$ cat src/rtl/cswb_pkg.sv
package cswb_pkg;

   localparam int SLOTS_DEFAULT = 64;
   localparam int KEY_W   = 32;
   localparam int SLOT_W  = 6;
   localparam int USAGE_W = 4;
   localparam int PIN_W   = 8;
   localparam int CNT_W   = 7;

   localparam logic [2:0] CMD_ACCESS   = 3'd0;
   localparam logic [2:0] CMD_FINISH   = 3'd1;
   localparam logic [2:0] CMD_ALLOCATE = 3'd2;
   localparam logic [2:0] CMD_LOAD     = 3'd3;
   localparam logic [2:0] CMD_EVICT    = 3'd4;

   localparam logic [2:0] ST_OK         = 3'd0;
   localparam logic [2:0] ST_KEY_MISS   = 3'd1;
   localparam logic [2:0] ST_PIN_OVF    = 3'd2;
   localparam logic [2:0] ST_ALL_PINNED = 3'd3;
   localparam logic [2:0] ST_BAD_SLOT   = 3'd4;

   localparam logic [1:0] REG_MAX_USAGE = 2'd0;
   localparam logic [1:0] REG_CAPACITY  = 2'd1;
   localparam logic [1:0] REG_PIN_LIMIT = 2'd2;

   localparam logic [USAGE_W-1:0] MAX_USAGE_RST = 4'd5;
   localparam logic [CNT_W-1:0]   CAPACITY_RST  = 7'd64;
   localparam logic [PIN_W-1:0]   PIN_LIMIT_RST = 8'd80;

   localparam logic [USAGE_W-1:0] LOAD_USAGE = 4'd2;

   typedef struct packed {
      logic [KEY_W-1:0]   key;
      logic [PIN_W-1:0]   pins;
      logic [USAGE_W-1:0] usage;
      logic               dirty;
   } entry_type;

endpackage

$ cat src/rtl/clock_sweep_buffer_replacer.sv
// Clock-sweep buffer replacer. Slot entries (key, pin count, usage, dirty) live in one
// synchronous RAM; valid bits are flops. Access and finish read the entry, then modify
// and write it back. Allocate and load, while occupancy is below capacity, scan from slot
// 0 for the lowest free slot, one valid bit per cycle. Any sweep gives each slot the hand
// visits a RAM read, then an examine and write back; a victim usually comes within a few
// rounds, and all-pinned is reported after max_usage full rounds (one if max_usage is 0).
// Batch evict gives one result per victim as found. Results appear as a one-cycle
// rsp_valid strobe and cannot be held off; busy stays high until the final result
// (rsp_last) is shown. Unknown command codes are dropped with no result.
module clock_sweep_buffer_replacer
   import cswb_pkg::*;
#(
   parameter int SLOTS = SLOTS_DEFAULT
) (
   input  logic               clock,
   input  logic               reset,
   input  logic               start,
   output logic               busy,
   input  logic [2:0]         req_cmd,
   input  logic [SLOT_W-1:0]  req_slot,
   input  logic [KEY_W-1:0]   req_key,
   input  logic               req_dirty,
   input  logic [CNT_W-1:0]   req_evict_count,
   output logic               rsp_valid,
   output logic [SLOT_W-1:0]  rsp_slot_out,
   output logic               rsp_victim_valid,
   output logic [KEY_W-1:0]   rsp_victim_key,
   output logic               rsp_victim_dirty,
   output logic [2:0]         rsp_status,
   output logic               rsp_last,
   input  logic               csr_valid,
   output logic               csr_ready,
   input  logic [1:0]         csr_index,
   input  logic [PIN_W-1:0]   csr_wdata
);

   localparam int IW = $clog2(SLOTS);
   localparam int CW = $clog2(SLOTS + 1);
   localparam logic [IW-1:0] LAST_IDX = IW'(SLOTS - 1);

   localparam logic [2:0] S_IDLE   = 3'd0;
   localparam logic [2:0] S_ACC_RD = 3'd1;
   localparam logic [2:0] S_ACC_EX = 3'd2;
   localparam logic [2:0] S_SCAN   = 3'd3;
   localparam logic [2:0] S_SW_RD  = 3'd4;
   localparam logic [2:0] S_SW_EX  = 3'd5;

   entry_type mem [SLOTS];
   entry_type rd_ff;
   logic      we;
   logic [IW-1:0] wa, ra;
   entry_type wd;

   logic [2:0]         state_ff, state_in;
   logic [2:0]         cmd_ff, cmd_in;
   logic [IW-1:0]      slot_ff, slot_in;
   logic [KEY_W-1:0]   key_ff, key_in;
   logic               dirty_ff, dirty_in;
   logic [CW-1:0]      cnt_ff, cnt_in;
   logic [CW-1:0]      found_ff, found_in;
   logic [IW-1:0]      start_ff, start_in;
   logic [USAGE_W-1:0] rounds_ff, rounds_in;
   logic [IW-1:0]      hand_ff, hand_in;
   logic [CW-1:0]      occ_ff, occ_in;
   logic [IW-1:0]      scan_ff, scan_in;
   logic [SLOTS-1:0]   valid_ff, valid_in;
   logic [USAGE_W-1:0] max_usage_ff, max_usage_in;
   logic [CNT_W-1:0]   capacity_ff, capacity_in;
   logic [PIN_W-1:0]   pin_limit_ff, pin_limit_in;

   logic               rv_ff, rv_in;
   logic [SLOT_W-1:0]  rslot_ff, rslot_in;
   logic               rvv_ff, rvv_in;
   logic [KEY_W-1:0]   rvk_ff, rvk_in;
   logic               rvd_ff, rvd_in;
   logic [2:0]         rst_ff, rst_in;
   logic               rlast_ff, rlast_in;

   logic [USAGE_W-1:0] lim;
   logic [IW-1:0]      idx, hand_nx;
   logic [IW:0]        hand_inc;
   logic               slot_bad;
   logic [PIN_W-1:0]   pins_new;
   logic [USAGE_W-1:0] use_new;

   function automatic logic [USAGE_W-1:0] sat_add(input logic [USAGE_W-1:0] u,
                                                   input logic [USAGE_W-1:0] n,
                                                   input logic [USAGE_W-1:0] m);
      logic [USAGE_W:0] s;
      s = {1'b0, u} + {1'b0, n};
      return (s > {1'b0, m}) ? m : s[USAGE_W-1:0];
   endfunction

   assign lim       = (max_usage_ff == '0) ? USAGE_W'(1) : max_usage_ff;
   assign idx       = IW'(req_slot);
   assign slot_bad  = (32'(req_slot) >= SLOTS) || !valid_ff[idx];
   assign hand_inc  = {1'b0, hand_ff} + 1'b1;
   assign hand_nx   = (hand_ff == LAST_IDX) ? '0 : hand_inc[IW-1:0];
   assign ra        = (state_ff == S_ACC_RD) ? slot_ff : hand_ff;
   assign pins_new  = (cmd_ff == CMD_ALLOCATE) ? PIN_W'(1) : '0;

   always_ff @(posedge clock) begin
      if (we) begin
         mem[wa] <= wd;
      end
      rd_ff <= mem[ra];
   end

   always_comb begin
      state_in = state_ff;   cmd_in = cmd_ff;       slot_in = slot_ff;
      key_in = key_ff;       dirty_in = dirty_ff;   cnt_in = cnt_ff;
      found_in = found_ff;   start_in = start_ff;   rounds_in = rounds_ff;
      hand_in = hand_ff;     occ_in = occ_ff;       scan_in = scan_ff;
      valid_in = valid_ff;
      max_usage_in = max_usage_ff; capacity_in = capacity_ff; pin_limit_in = pin_limit_ff;
      rv_in = 1'b0;  rslot_in = rslot_ff; rvv_in = 1'b0; rvk_in = '0; rvd_in = 1'b0;
      rst_in = ST_OK; rlast_in = 1'b1;
      we = 1'b0; wa = hand_ff; wd = rd_ff; use_new = '0;

      if (csr_valid) begin
         case (csr_index)
            REG_MAX_USAGE: max_usage_in = csr_wdata[USAGE_W-1:0];
            REG_CAPACITY:  capacity_in  = csr_wdata[CNT_W-1:0];
            REG_PIN_LIMIT: pin_limit_in = csr_wdata;
            default: ;
         endcase
      end

      case (state_ff)
         S_IDLE: begin
            if (start) begin
               cmd_in = req_cmd; slot_in = idx; key_in = req_key; dirty_in = req_dirty;
               cnt_in = (32'(req_evict_count) > SLOTS) ? CW'(SLOTS) : CW'(req_evict_count);
               found_in = '0; rounds_in = '0; start_in = hand_ff; scan_in = '0;
               case (req_cmd)
                  CMD_ACCESS, CMD_FINISH: begin
                     if (slot_bad) begin
                        rv_in = 1'b1; rslot_in = req_slot; rst_in = ST_BAD_SLOT;
                     end else begin
                        state_in = S_ACC_RD;
                     end
                  end
                  CMD_ALLOCATE, CMD_LOAD: begin
                     if (occ_ff < capacity_ff && 32'(occ_ff) < SLOTS) state_in = S_SCAN;
                     else state_in = S_SW_RD;
                  end
                  CMD_EVICT: begin
                     if (req_evict_count == '0) begin
                        rv_in = 1'b1; rslot_in = '0;
                     end else begin
                        state_in = S_SW_RD;
                     end
                  end
                  default: ;
               endcase
            end
         end
         S_ACC_RD: state_in = S_ACC_EX;
         S_ACC_EX: begin
            state_in = S_IDLE;
            rv_in = 1'b1; rslot_in = SLOT_W'(slot_ff);
            wa = slot_ff; wd = rd_ff;
            if (cmd_ff == CMD_ACCESS) begin
               if (rd_ff.key != key_ff) rst_in = ST_KEY_MISS;
               else if (rd_ff.pins >= pin_limit_ff) rst_in = ST_PIN_OVF;
               else begin
                  we = 1'b1;
                  wd.pins  = rd_ff.pins + 1'b1;
                  wd.usage = sat_add(rd_ff.usage, USAGE_W'(1), lim);
               end
            end else begin
               we = 1'b1;
               if (rd_ff.pins != '0) wd.pins = rd_ff.pins - 1'b1;
               if (dirty_ff) begin
                  wd.dirty = 1'b1;
                  wd.usage = sat_add(rd_ff.usage, USAGE_W'(1), lim);
               end
            end
         end
         S_SCAN: begin
            if (!valid_ff[scan_ff]) begin
               use_new = sat_add('0, (cmd_ff == CMD_ALLOCATE) ? USAGE_W'(1) : LOAD_USAGE,
                                 lim);
               we = 1'b1; wa = scan_ff;
               wd.key = key_ff; wd.pins = pins_new; wd.usage = use_new; wd.dirty = 1'b0;
               valid_in[scan_ff] = 1'b1;
               occ_in = occ_ff + 1'b1;
               rv_in = 1'b1; rslot_in = SLOT_W'(scan_ff);
               state_in = S_IDLE;
            end else begin
               scan_in = scan_ff + 1'b1;
            end
         end
         S_SW_RD: state_in = S_SW_EX;
         S_SW_EX: begin
            hand_in = hand_nx;
            state_in = S_SW_RD;
            if (valid_ff[hand_ff] && rd_ff.pins == '0) begin
               if (rd_ff.usage != '0) begin
                  we = 1'b1; wd = rd_ff; wd.usage = rd_ff.usage - 1'b1;
               end else begin
                  // victim found
                  rv_in = 1'b1; rslot_in = SLOT_W'(hand_ff); rvv_in = 1'b1;
                  rvk_in = rd_ff.key; rvd_in = rd_ff.dirty;
                  if (cmd_ff == CMD_EVICT) begin
                     valid_in[hand_ff] = 1'b0;
                     occ_in = occ_ff - 1'b1;
                     found_in = found_ff + 1'b1;
                     rlast_in = (found_in == cnt_ff);
                     if (rlast_in) state_in = S_IDLE;
                  end else begin
                     use_new = sat_add(pins_new[USAGE_W-1:0], LOAD_USAGE, lim);
                     we = 1'b1;
                     wd.key = key_ff; wd.pins = pins_new; wd.usage = use_new;
                     wd.dirty = 1'b0;
                     state_in = S_IDLE;
                  end
               end
            end else if (hand_nx == start_ff) begin
               rounds_in = rounds_ff + 1'b1;
               if ({1'b0, rounds_ff} + 1'b1 >= {1'b0, lim}) begin
                  rv_in = 1'b1; rslot_in = '0; rst_in = ST_ALL_PINNED;
                  state_in = S_IDLE;
               end
            end
         end
         default: state_in = S_IDLE;
      endcase
   end

   always_ff @(posedge clock) begin
      if (reset) begin
         state_ff <= S_IDLE; hand_ff <= '0; occ_ff <= '0; valid_ff <= '0; rv_ff <= 1'b0;
         max_usage_ff <= MAX_USAGE_RST; capacity_ff <= CAPACITY_RST;
         pin_limit_ff <= PIN_LIMIT_RST;
      end else begin
         state_ff <= state_in; hand_ff <= hand_in; occ_ff <= occ_in; valid_ff <= valid_in;
         rv_ff <= rv_in;
         max_usage_ff <= max_usage_in; capacity_ff <= capacity_in;
         pin_limit_ff <= pin_limit_in;
      end
      cmd_ff <= cmd_in; slot_ff <= slot_in; key_ff <= key_in; dirty_ff <= dirty_in;
      cnt_ff <= cnt_in; found_ff <= found_in; start_ff <= start_in; rounds_ff <= rounds_in;
      scan_ff <= scan_in;
      rslot_ff <= rslot_in; rvv_ff <= rvv_in; rvk_ff <= rvk_in; rvd_ff <= rvd_in;
      rst_ff <= rst_in; rlast_ff <= rlast_in;
   end

   assign busy             = (state_ff != S_IDLE);
   assign csr_ready        = 1'b1;
   assign rsp_valid        = rv_ff;
   assign rsp_slot_out     = rslot_ff;
   assign rsp_victim_valid = rvv_ff;
   assign rsp_victim_key   = rvk_ff;
   assign rsp_victim_dirty = rvd_ff;
   assign rsp_status       = rst_ff;
   assign rsp_last         = rlast_ff;

`ifndef SYNTHESIS
   a_last_idle: assert property (@(posedge clock) disable iff (reset)
      rsp_valid && rsp_last |-> !busy) else $error("busy after final item result");
   a_occ_range: assert property (@(posedge clock) disable iff (reset)
      32'(occ_ff) <= SLOTS) else $error("occupied count out of range");
   a_victim_ok: assert property (@(posedge clock) disable iff (reset)
      rsp_valid && rsp_victim_valid |-> rsp_status == ST_OK)
      else $error("victim reported with error status");
   a_occ_match: assert property (@(posedge clock) disable iff (reset)
      state_ff == S_IDLE |-> 32'(occ_ff) == $countones(valid_ff))
      else $error("occupied count disagrees with valid bits");
`endif

endmodule
$ cat config.mk
export PLATFORM = sky130hd
export DESIGN_NAME = clock_sweep_buffer_replacer
export DESIGN_NICKNAME = d
export VERILOG_FILES = /design/src/rtl/cswb_pkg.sv /design/src/rtl/clock_sweep_buffer_replacer.sv
export SDC_FILE = /design/constraint.sdc
export NUM_CORES = 2
export LEC_CHECK = 0
export BUFFER_PORTS_ARGS = -buffer_cell sky130_fd_sc_hd__buf_2
export CORE_UTILIZATION = 30
export CTS_CLUSTER_DIAMETER = 50
export CTS_CLUSTER_SIZE = 25
export DETAILED_ROUTE_END_ITERATION = 12
export GPL_ROUTABILITY_DRIVEN = 0
export PLACE_DENSITY = 0.56
export SLEW_MARGIN = 20
export SYNTH_ARGS = -nofsm -noshare
export SYNTH_HDL_FRONTEND = slang
export SYNTH_SLANG_ARGS = --single-unit
$ cat constraint.sdc
create_clock -name clock -period 8.2 [get_ports clock]
set_input_delay 0.82 -clock clock [delete_from_list [all_inputs] [get_ports clock]]
set_output_delay 0.82 -clock clock [all_outputs]
set_load 0.005 [all_outputs]
==> results.cfg <==
[sta]
worst_pin_slew_ns = 1.05
finalHoldViolCount = 0
setup_slack_ns = 2.23
fin_crit_sh = 0.728
finClkSkew_ns = 0.0719
rsz0062_at_grt = no
setup_tns_ns = 0
period_minus_slack_ns = 5.97
drv_slew = 0
maxClockFrequency_mhz = 167
setup_violations = 0
slew_headroom = 0.295

[drt]
drc = 2
drt_wl_total_mm = 345
num_vias = 65700
drt_iter0_drc = 8189
wl_met1_mm = 147
firstDrtPassIters = 12
wl_met3_mm = 27.5
wire_per_inst_um = 27.4
final_antenna_net_count = 0
highest_layer = met5
via_per_inst = 5.22
route.met2.wl_mm = 162

[synthesis]
yosysMostFrequentCell = edfxtp_1
synth_area_sq_mm = 0.124
synth-edff-count = 2958
ys_seq_area_frac = 0.745
synthCells = 6540
synth-seq-cells = 3141
synth.area.top_cells = edfxtp_1 (72%), mux4_2 (14%), dfxtp_1 (3.0%)
syn_avg_cell_area_sq_um = 19.0
yosysWarningCount = 0
postSynthNetCount = 6641
synth_cell_types = 87
synth_flop_cell = edfxtp_1
synth_top_cells_by_count = edfxtp_1 (2958), nand2_1 (767), mux4_2 (752)
async_reset_ff_frac = 0
yosysTopAreaCell = edfxtp_1
synth_top_area_frac = 0.715

[grt]
grt_max_degree = 100
antenna_found_initial = 31
track_usage = 0.162
grt_pass1_vias = 66200
globalRouteOverflowTotal = 0
grt_pass1_wl_mm = 493

[worst_setup_path]
arrival_ns = 6.65
crit_type = reg2reg
path_max_fanout = 37
required_ns = 8.88
cpMaxStageDelayCell = dfxtp_1
crit_buf_inv = 3
crit_path_end_kind = register
path_cells = inv_1, nor3_1, a221oi_1, o221ai_1, o31a_1, a41oi_4, buf_4, mux2_2, buf_4
critical_path.top_delay_family = compound AO/OA/AOI/OAI gates
max_stage_delay_ns = 0.90
cpMostUsedCell = buf_4
startpoint_type = register
ff2ff_setup_slack_ns = 2.23

[placement]
hpwl_mm = 201
dp_cells = 11900
post-place-ws_ns = 2.50
port_buffers = 108

[finish]
nets = 6922
final_core_util = 0.351
fillers = 38000
final_cell_count_no_fill = 12600
area_delta_synth_final_pct = 16.0
drive_gt1_frac = 0.259

[clock_tree]
cts_root_buf = clkbuf_16
numCtsBuffers = 324
path_clk_slew_ns = 0.07
clk_latency_ns = 0.94
cts_post_setup_buffers_inserted = 0
tritoncts = done
post_cts_resized = 0
hold_buffers = 0
cts_max_path_buffers = 4
cts_sinks = 3141
cts_max_level = 5

[power_and_ir_drop]
leakagePower_nw = 46.7
p_total_mw = 38.2
pwr-share-clk = 0.406
power-per-cell-area_mw_per_mm2 = 265
power.switching_mw = 9.95
p_int_mw = 28.3
seqPwrFrac = 0.496
switching_share = 0.260
ir_drop_mv = 0.158
p_comb_frac = 0.098

[die]
fp-row-count = 235
die_area_sq_mm = 0.417
boundaryPins = 110
initial_core_util = 0.302
core_sq_mm = 0.411
die_w_um = 645
die_height_um = 645

[flow_run]
maxCapViolations = 0

[status]
violations = design-rule violations
status = finished with violations

[worst_hold_path]
hold_class = in2reg
[metrics by stage]
stage               hold WS [ns]  instance area [sq um]
floorplan                  0.403                 124000
global placement           0.475                 133000
detailed placement         0.480                 133000
CTS                       0.0324                 144000
global route              0.0590                 144000
finish                    0.0890                 144000
[cell usage in the layout (no fill, tap or decap), types with 102 or more instances in the layout]
master,n
a31oi_1,102
and2_1,135
buf_2,108
buf_4,211
clkbuf_16,328
dfxtp_1,182
edfxtp_1,2958
mux4_2,752
nand2_1,765
nand3_1,121
o21ai_0,158
[registers in the layout, indices dropped and copies added, names as in the netlist, 8 cells and up]
name,cells
mem,2880
rsp_victim_key,32
key_ff,32
valid_ff,64
rd_ff,45
pin_limit_ff,8
[power groups by stage]
stage / Sequential, mW / Combinational (mW) / Clock (mW)
2_1_floorplan: 19.2 / 2.01 / 0
3_3_place_gp: 19.3 / 3.63 / 0
3_5_place_dp: 19.3 / 3.76 / 0
4_1_cts: 19.0 / 3.76 / 15.8
5_1_grt: 19.0 / 4.01 / 16.4
6_report: 19.0 / 3.75 / 15.5
[area by class of cell]
| class | count | area (sq um) | share of cell area |
|---|---|---|---|
| clock buffers | 348 | 8300 | 0.0576 |
| clock inverters | 254 | 3090 | 0.0214 |
| inverters | 47 | 178 | 0.00123 |
| repair buffers | 347 | 2690 | 0.0186 |
| flip-flops and latches | 3141 | 92500 | 0.642 |
| diodes | 37 | 92.6 | 0.000643 |
| well taps | 5451 | 6820 | 0.0473 |
| multi-input cells | 2960 | 30400 | 0.211 |
[routing by layer]
| layer | vias to the layer above | GRT usage |
|---|---|---|
| met5 | - | 0 |
| met4 | 4 | 0.0420 |
| met3 | 451 | 0.0272 |
| met2 | 2684 | 0.259 |
| met1 | 35300 | 0.229 |
| li1 | 27300 | - |
[final timing paths]
path,startpoint,cells past startpoint,to
worst max register to register,hand_ff[3]$_SDFFE_PP0P_,9,mem[56][19]$_DFFE_PP_
worst min-delay path,req_key[6],1,key_ff[6]$_DFFE_PP_
worst min register to register,occ_ff[4]$_SDFFE_PP0P_,2,occ_ff[4]$_SDFFE_PP0P_
worst max-delay path,hand_ff[3]$_SDFFE_PP0P_,9,mem[56][19]$_DFFE_PP_
[kinds of logic after synthesis]
family	after synthesis	synth area share
xor+xnor	72	0.00508
compound gates	672	0.0372
simple gates	1337	0.0500
mux	840	0.144
buf+inv	439	0.0151
flops	3141	0.745
other cells	1	0.0000302
fa+ha+maj	38	0.00389
(Power assumes the default switching activity.)
